**config.mk**
```make
export PLATFORM = sky130hd
export DESIGN_NAME = slot_bitmap_range_allocator
export DESIGN_NICKNAME = d
export VERILOG_FILES = /design/src/rtl/sbra_pkg.sv /design/src/rtl/sbra_ram.sv /design/src/rtl/sbra_word_unit.sv /design/src/rtl/slot_bitmap_range_allocator.sv
export SDC_FILE = /design/constraint.sdc
export NUM_CORES = 2
export LEC_CHECK = 0
export ABC_AREA = 1
export BUFFER_PORTS_ARGS = -buffer_cell sky130_fd_sc_hd__buf_2
export CELL_PAD_IN_SITES_DETAIL_PLACEMENT = 2
export CELL_PAD_IN_SITES_GLOBAL_PLACEMENT = 2
export CORE_UTILIZATION = 45
export CTS_CLUSTER_DIAMETER = 150
export DETAILED_ROUTE_END_ITERATION = 10
export PLACE_DENSITY = 0.8
export SETUP_SLACK_MARGIN = 0.1
export SLEW_MARGIN = 20
export SYNTH_ARGS = -nofsm -noshare
export SYNTH_HDL_FRONTEND = slang
export SYNTH_SLANG_ARGS = --single-unit
```
**constraint.sdc**
```tcl
create_clock -name clk -period 16.2 [get_ports clk]
set_clock_uncertainty 0.2 [all_clocks]
set_input_delay 0.81 -clock clk [delete_from_list [all_inputs] [get_ports clk]]
set_output_delay 0.81 -clock clk [all_outputs]
set_load 0.02 [all_outputs]
```
**src/rtl/sbra_pkg.sv**
```systemverilog
package sbra_pkg;

  // Map geometry: the slot map is kept as rows of one word each.
  localparam int SLOTS  = 1024;
  localparam int SLOT_W = 10;
  localparam int CNT_W  = 11;
  localparam int WORD_W = 32;
  localparam int BIT_W  = 5;
  localparam int WORDS  = SLOTS / WORD_W;
  localparam int WIDX_W = 5;
  localparam int POP_W  = 6;

  // Request kinds.
  localparam logic ACT_PLACE = 1'b0;
  localparam logic ACT_CLEAR = 1'b1;

  // Result status codes.
  localparam logic ST_DONE    = 1'b0;
  localparam logic ST_NO_FREE = 1'b1;

  // Summary of one word of the map as seen through a slot window.
  typedef struct packed {
    logic [WORD_W-1:0] bits;
    logic [POP_W-1:0]  cnt;
    logic [BIT_W-1:0]  lowest;
    logic [BIT_W-1:0]  highest;
    logic              any;
  } sbra_word_t;

endpackage

```
**src/rtl/sbra_ram.sv**
```systemverilog
module sbra_ram #(
  parameter int WIDTH = 32,
  parameter int DEPTH = 32
) (
  input  logic                     clk,
  input  logic                     wr_en,
  input  logic [$clog2(DEPTH)-1:0] wr_addr,
  input  logic [WIDTH-1:0]         wr_data,
  input  logic [$clog2(DEPTH)-1:0] rd_addr,
  output logic [WIDTH-1:0]         rd_data
);

  logic [WIDTH-1:0] mem [DEPTH];

  // One write port and one registered read port.
  always_ff @(posedge clk) begin
    if (wr_en) begin
      mem[wr_addr] <= wr_data;
    end
    rd_data <= mem[rd_addr];
  end

endmodule

```
**src/rtl/sbra_word_unit.sv**
```systemverilog
module sbra_word_unit (
  input  logic [sbra_pkg::WORD_W-1:0] vec,
  input  logic [sbra_pkg::WIDX_W-1:0] widx,
  input  logic [sbra_pkg::CNT_W-1:0]  lo,
  input  logic [sbra_pkg::CNT_W-1:0]  hi,
  output sbra_pkg::sbra_word_t        res
);
  import sbra_pkg::*;

  logic [CNT_W-1:0] slot;

  // Window the word to slots lo..hi, then count and locate the set bits.
  always_comb begin
    res = '0;
    slot = '0;
    for (int b = 0; b < WORD_W; b++) begin
      slot = {1'b0, widx, BIT_W'(b)};
      res.bits[b] = vec[b] && (slot >= lo) && (slot <= hi);
      res.cnt = res.cnt + POP_W'(res.bits[b]);
    end
    for (int b = WORD_W - 1; b >= 0; b--) begin
      if (res.bits[b]) begin
        res.lowest = BIT_W'(b);
      end
    end
    for (int b = 0; b < WORD_W; b++) begin
      if (res.bits[b]) begin
        res.highest = BIT_W'(b);
      end
    end
    res.any = |res.bits;
  end

endmodule

```
**src/rtl/slot_bitmap_range_allocator.sv**
```systemverilog
// Slot range allocator over a 1024-slot occupancy map held as 32 rows of 32
// bits in a RAM. One request is worked at a time: a shared word unit windows,
// counts and locates bits of one row per visit (RAM read, then evaluate and
// write back), walking from the row of the first slot to the row of the last
// managed (place) or last cleared slot. A place whose amount runs out inside
// a row walks that row bit by bit to find the exact end slot. Out-of-range
// requests go straight to the result without reading the RAM. in_stall is
// high from the accepted beat until its result beat is taken. The map is
// free after reset without any clearing pass.
module slot_bitmap_range_allocator (
  input  logic                        clk,
  input  logic                        rst_n,
  input  logic                        cfg_we,
  input  logic [sbra_pkg::CNT_W-1:0]  cfg_slots_in_use,
  input  logic                        in_valid,
  output logic                        in_stall,
  input  logic                        in_action,
  input  logic [sbra_pkg::SLOT_W-1:0] in_first_slot_in,
  input  logic [sbra_pkg::CNT_W-1:0]  in_amount_or_last,
  output logic                        out_valid,
  input  logic                        out_stall,
  output logic                        out_status,
  output logic [sbra_pkg::SLOT_W-1:0] out_placed_first,
  output logic [sbra_pkg::SLOT_W-1:0] out_placed_last,
  output logic [sbra_pkg::CNT_W-1:0]  out_freed_count
);
  import sbra_pkg::*;

  localparam logic [2:0] S_IDLE = 3'd0;
  localparam logic [2:0] S_RD   = 3'd1;
  localparam logic [2:0] S_EVAL = 3'd2;
  localparam logic [2:0] S_SCAN = 3'd3;
  localparam logic [2:0] S_OUT  = 3'd4;

  logic [2:0]        state_r, state_nxt;
  logic [CNT_W-1:0]  slots_r;
  logic [WIDX_W-1:0] w_r, w_nxt, wlast_r, wlast_nxt;
  logic [CNT_W-1:0]  lo_r, lo_nxt, hi_r, hi_nxt;
  logic              act_r, act_nxt;
  logic              started_r, started_nxt;
  logic [SLOT_W-1:0] start_r, start_nxt, end_r, end_nxt;
  logic [CNT_W-1:0]  rem_r, rem_nxt, cnt_r, cnt_nxt;
  logic [WORD_W-1:0] row_r, row_nxt, free_r, free_nxt;
  logic [BIT_W-1:0]  b_r, b_nxt;
  logic [WORDS-1:0]  rowv_r, rowv_nxt;
  logic              rdv_r;
  logic              ov_r, ov_nxt, ost_r, ost_nxt;
  logic [SLOT_W-1:0] opf_r, opf_nxt, opl_r, opl_nxt;
  logic [CNT_W-1:0]  ofc_r, ofc_nxt;

  logic              wr_en;
  logic [WORD_W-1:0] wr_data, ram_q, q, unit_vec;
  logic [CNT_W-1:0]  n, amt, last_c;
  sbra_word_t        wu;

  sbra_ram #(.WIDTH(WORD_W), .DEPTH(WORDS)) u_ram (
    .clk     (clk),
    .wr_en   (wr_en),
    .wr_addr (w_r),
    .wr_data (wr_data),
    .rd_addr (w_r),
    .rd_data (ram_q)
  );

  // Rows never written since reset read as free.
  assign q = rdv_r ? ram_q : '0;
  assign unit_vec = (act_r == ACT_CLEAR) ? q : ~q;

  sbra_word_unit u_word (
    .vec  (unit_vec),
    .widx (w_r),
    .lo   (lo_r),
    .hi   (hi_r),
    .res  (wu)
  );

  assign n = (slots_r > CNT_W'(SLOTS)) ? CNT_W'(SLOTS) : slots_r;
  assign amt = (in_amount_or_last == '0) ? CNT_W'(1) : in_amount_or_last;
  assign last_c = (in_amount_or_last >= n) ? (n - CNT_W'(1)) : in_amount_or_last;

  assign in_stall = (state_r != S_IDLE);
  assign out_valid = ov_r;
  assign out_status = ost_r;
  assign out_placed_first = opf_r;
  assign out_placed_last = opl_r;
  assign out_freed_count = ofc_r;

  // Request sequencer.
  always_comb begin
    state_nxt = state_r;
    w_nxt = w_r;
    wlast_nxt = wlast_r;
    lo_nxt = lo_r;
    hi_nxt = hi_r;
    act_nxt = act_r;
    started_nxt = started_r;
    start_nxt = start_r;
    end_nxt = end_r;
    rem_nxt = rem_r;
    cnt_nxt = cnt_r;
    row_nxt = row_r;
    free_nxt = free_r;
    b_nxt = b_r;
    rowv_nxt = rowv_r;
    ov_nxt = ov_r;
    ost_nxt = ost_r;
    opf_nxt = opf_r;
    opl_nxt = opl_r;
    ofc_nxt = ofc_r;
    wr_en = 1'b0;
    wr_data = '0;
    case (state_r)
      S_IDLE: begin
        if (in_valid) begin
          act_nxt = in_action;
          lo_nxt = {1'b0, in_first_slot_in};
          w_nxt = in_first_slot_in[SLOT_W-1 -: WIDX_W];
          started_nxt = 1'b0;
          cnt_nxt = '0;
          rem_nxt = amt;
          ost_nxt = ST_DONE;
          opf_nxt = '0;
          opl_nxt = '0;
          ofc_nxt = '0;
          if (in_action == ACT_PLACE) begin
            hi_nxt = n - CNT_W'(1);
            wlast_nxt = hi_nxt[SLOT_W-1 -: WIDX_W];
            if ({1'b0, in_first_slot_in} >= n) begin
              ost_nxt = ST_NO_FREE;
              ov_nxt = 1'b1;
              state_nxt = S_OUT;
            end else begin
              state_nxt = S_RD;
            end
          end else begin
            hi_nxt = last_c;
            wlast_nxt = last_c[SLOT_W-1 -: WIDX_W];
            if (n == '0 || {1'b0, in_first_slot_in} >= n ||
                in_amount_or_last < {1'b0, in_first_slot_in}) begin
              ov_nxt = 1'b1;
              state_nxt = S_OUT;
            end else begin
              state_nxt = S_RD;
            end
          end
        end
      end
      S_RD: begin
        state_nxt = S_EVAL;
      end
      S_EVAL: begin
        if (act_r == ACT_CLEAR) begin
          // Free the windowed occupied bits and tally them.
          wr_en = 1'b1;
          wr_data = q & ~wu.bits;
          cnt_nxt = cnt_r + CNT_W'(wu.cnt);
          if (w_r == wlast_r) begin
            ofc_nxt = cnt_nxt;
            ov_nxt = 1'b1;
            state_nxt = S_OUT;
          end else begin
            w_nxt = w_r + WIDX_W'(1);
            state_nxt = S_RD;
          end
        end else begin
          started_nxt = started_r | wu.any;
          if (!started_r && wu.any) begin
            start_nxt = {w_r, wu.lowest};
          end
          if (started_nxt && CNT_W'(wu.cnt) >= rem_r) begin
            // The end slot lies in this row: walk it bit by bit.
            row_nxt = q;
            free_nxt = wu.bits;
            b_nxt = '0;
            state_nxt = S_SCAN;
          end else begin
            wr_en = 1'b1;
            wr_data = q | wu.bits;
            rem_nxt = rem_r - CNT_W'(wu.cnt);
            if (wu.any) begin
              end_nxt = {w_r, wu.highest};
            end
            if (w_r == wlast_r) begin
              ost_nxt = started_nxt ? ST_DONE : ST_NO_FREE;
              opf_nxt = started_nxt ? start_nxt : '0;
              opl_nxt = started_nxt ? end_nxt : '0;
              ov_nxt = 1'b1;
              state_nxt = S_OUT;
            end else begin
              w_nxt = w_r + WIDX_W'(1);
              state_nxt = S_RD;
            end
          end
        end
      end
      S_SCAN: begin
        if (free_r[b_r]) begin
          row_nxt[b_r] = 1'b1;
          rem_nxt = rem_r - CNT_W'(1);
          if (rem_r == CNT_W'(1)) begin
            wr_en = 1'b1;
            wr_data = row_nxt;
            ost_nxt = ST_DONE;
            opf_nxt = start_r;
            opl_nxt = {w_r, b_r};
            ov_nxt = 1'b1;
            state_nxt = S_OUT;
          end
        end
        b_nxt = b_r + BIT_W'(1);
      end
      S_OUT: begin
        if (!out_stall) begin
          ov_nxt = 1'b0;
          state_nxt = S_IDLE;
        end
      end
      default: begin
        state_nxt = S_IDLE;
      end
    endcase
    if (wr_en) begin
      rowv_nxt[w_r] = 1'b1;
    end
  end

  // Control registers.
  always_ff @(posedge clk) begin
    if (!rst_n) begin
      state_r <= S_IDLE;
      slots_r <= CNT_W'(SLOTS);
      rowv_r <= '0;
      rdv_r <= 1'b0;
      ov_r <= 1'b0;
    end else begin
      state_r <= state_nxt;
      if (cfg_we) begin
        slots_r <= cfg_slots_in_use;
      end
      rowv_r <= rowv_nxt;
      rdv_r <= rowv_r[w_r];
      ov_r <= ov_nxt;
    end
  end

  // Working and result registers.
  always_ff @(posedge clk) begin
    w_r <= w_nxt;
    wlast_r <= wlast_nxt;
    lo_r <= lo_nxt;
    hi_r <= hi_nxt;
    act_r <= act_nxt;
    started_r <= started_nxt;
    start_r <= start_nxt;
    end_r <= end_nxt;
    rem_r <= rem_nxt;
    cnt_r <= cnt_nxt;
    row_r <= row_nxt;
    free_r <= free_nxt;
    b_r <= b_nxt;
    ost_r <= ost_nxt;
    opf_r <= opf_nxt;
    opl_r <= opl_nxt;
    ofc_r <= ofc_nxt;
  end

endmodule
```
==> reports/metrics.yaml <==
status:
  outcome: "completed"
worst_setup_path:
  cp_max_fo: 137
  end_kind: "register"
  slowest_delay_ns: 0.74
  slowest_stage: "nor2_4"
  reg2regPathDepth: 44
  worstReg2RegEnd: "u_ram.mem[19][6]$_DFFE_PP_"
  r2r_slack_ns: 4.15
  critPathKind: "register to register"
  reg2reg_from: "w_r[1]$_DFFE_PP_"
  crit_required_ns: 16.45
  cp_common_cell: "fa_1"
  start_kind: "register"
  cp.arrival_ns: 12.30
clock_tree:
  cts_tree: "built"
  ctsResizeCount: 0
  clkTransAtPathRegs_ns: 0.06
  ctsHoldBuffers: 0
  clkSinkCount: 1275
  htree_num_levels: 4
  post_cts_buffers: 0
  clk_path_buf_depth: 3
  numCtsBuffers: 139
  insertion_delay_ns: 0.80
  root_buffer: "clkbuf_16"
routing:
  wl_per_cell_um: 34.2
  drcViolationCount: 0
  vias: 41357
  ant_nets: 0
  dr.first_iter.drc_count: 4426
  routed_wirelength_um: 219000
  drt_pre_antenna_iters: 6
  vias_per_cell: 6.45
finish:
  drive_gt1_frac: 0.119
  final_cell_mix: "edfxtp_1, nor2_1, o21ai_0, nand2_1, o22ai_1"
  syn_to_final_growth_pct: 13.8
  nNetsFinal: 4830
  mostFrequentLayoutCell: "edfxtp_1"
  num_antenna_cells: 0
  stdcell_area_um2: 62500
sta:
  max_freq_ghz: 0.0830
  slew_viol_final: 0
  hold_slack_ns: 0.0506
  rsz0062_at_grt: "false"
  setup_viol_count_final: 0
  period_minus_slack_ns: 12.05
  fin_tns_setup_ns: 0
  hold_viol_final: 0
  slew_headroom: 0.141
  period_share: 0.744
  worst_pin_slew_ns: 1.29
hold_path:
  hold_path.startpoint: "in_first_slot_in[0]"
  min_to: "lo_r[0]$_DFFE_PP_"
  worstHoldPathCells: 1
  hold_path.class: "input pin to register"
power_and_ir_drop:
  ir_drop_uv: 481
  leakage_nw: 21.0
  p_total_mw: 13.1
  p_per_area_nw_per_um2: 209
grt:
  grt_pass1_vias: 44375
  antenna_found_initial: 4
  grt_max_degree: 187
  grtUsageTotal: 0.350
  grt_overflow: 0
  grt_pass1_wl_um: 313000
synthesis:
  ys_seq_elements: 1275
  syn_avg_cell_area_um2: 11.8
  async_reset_ff_frac: 0
  ys_seq_area_frac: 0.683
  synth_edf_count: 1195
  syn-cell-area_um2: 54900
  synth_nets: 4776
  synth-main-ff-cell: "edfxtp_1"
  syn-instance-count: 4638
  synth.distinct_cells: 65
  yosys_warnings: 0
placed_design:
  hpwl_um: 129000
  gp_congestion: 0.883
  place_area_um2: 57700
  portBuffers: 71
die:
  die_x_um: 351
  start_util: 0.456
  std_cell_rows: 127
  die_y_um: 351
  io_pins: 72
  dieArea_um2: 123000
  coreArea_um2: 120000
job:
  maxCapViolations: 0
## cell families after synthesis
kind of cell	count (synthesis)	synth area share
compound gates	1332	0.142
xor+xnor	45	0.00718
fa+ha+maj	100	0.0263
buf+inv	532	0.0375
flops	1275	0.683
mux	1	0.000205
simple gates	1353	0.104
## per-stage QoR
stage / worst slack [ns] / utilization / std cells
5_1_grt: 3.66 / 0.519 / 6412
3_3_place_gp: 4.73 / 0.478 / 6142
6_report: 4.15 / 0.519 / 6412
3_5_place_dp: 4.41 / 0.479 / 6147
2_1_floorplan: 5.37 / - / 4638
4_1_cts: 4.18 / 0.516 / 6396
## layer usage
layer  GRT usage  vias to the layer above  wire [um]
met3      0.0579                      581      15500
met4       0.169                        2      10400
met2       0.591                     2117     109000
met1       0.437                    21644      84300
li1            -                    17013          -
met5           0                        -         13
## report_power, final
group          total, mW  leakage [nW]  switching [mW]  internal [mW]
clock               3.25          2.19            1.45           1.81
sequential          3.95          10.9           0.110           3.84
combinational       5.88          7.85            4.04           1.85
## worst max-delay path by stage
stage                     slack, ns                           to        startpoint  cells past startpoint
after global placement         4.73   u_ram.mem[11][1]$_DFFE_PP_  w_r[1]$_DFFE_PP_                     43
after floorplan                5.37           row_r[0]$_DFFE_PP_  w_r[0]$_DFFE_PP_                     42
after CTS                      4.18  u_ram.mem[21][11]$_DFFE_PP_  w_r[1]$_DFFE_PP_                     43
final                          4.15   u_ram.mem[19][6]$_DFFE_PP_  w_r[1]$_DFFE_PP_                     44
after global routing           3.66   u_ram.mem[19][6]$_DFFE_PP_  w_r[1]$_DFFE_PP_                     44
after detailed placement       4.41  u_ram.mem[21][21]$_DFFE_PP_  w_r[1]$_DFFE_PP_                     43
## registers in the layout, indices dropped and copies added, names as in the netlist, 3 cells and up
signal            count
u_ram.mem          1024
free_r               32
row_r                32
rowv_r               32
u_ram.rd_data        32
cnt_r                11
out_freed_count      11
rem_r                11
slots_r              11
end_r                10
lo_r                 10
out_placed_first     10
out_placed_last      10
start_r              10
hi_r                  7
b_r                   5
w_r                   5
wlast_r               4
state_r               3
## worst max-delay path, delay by kind of cell, from the launching register on
kind                       cells  cell delay [ns]
adders and majority gates     11             4.94
DFF                            1             0.43
and+or+nand+nor               14             2.63
AOI/OAI and AO/OA              6             1.05
buffers and inverters         12             2.11
xor gates and xnor gates       1             0.23
## synth_stat cells, drive strengths merged (6+ instances only)
library cell / instances / area share
o22ai: 306 / 0.035
a21oi: 69 / 0.0072
nand4: 11 / 0.0013
a221oi: 67 / 0.011
a31oi: 10 / 0.0011
nand2: 386 / 0.029
inv: 275 / 0.019
nor3: 27 / 0.0026
clkbuf: 231 / 0.016
edfxtp: 1195 / 0.65
o211ai: 11 / 0.0015
fa: 26 / 0.0095
nor2: 857 / 0.063
buf: 19 / 0.0018
xor2: 40 / 0.0064
ha: 74 / 0.017
nand3: 57 / 0.0062
dfxtp: 80 / 0.029
a22o: 70 / 0.011
o21ai: 758 / 0.069
nor4: 6 / 0.00068
o21a: 10 / 0.0014
## cell type report
cell class / count / area [um^2]
timing repair buffer: 165 / 1460
sequential: 1275 / 37500
tap: 1612 / 2020
fill: 11613 / 57900
inverter: 280 / 1090
multi-input combinational: 2831 / 16000
clock buffer: 183 / 3800
clock inverter: 66 / 664
Note: power is estimated with default switching activity, not from simulation.
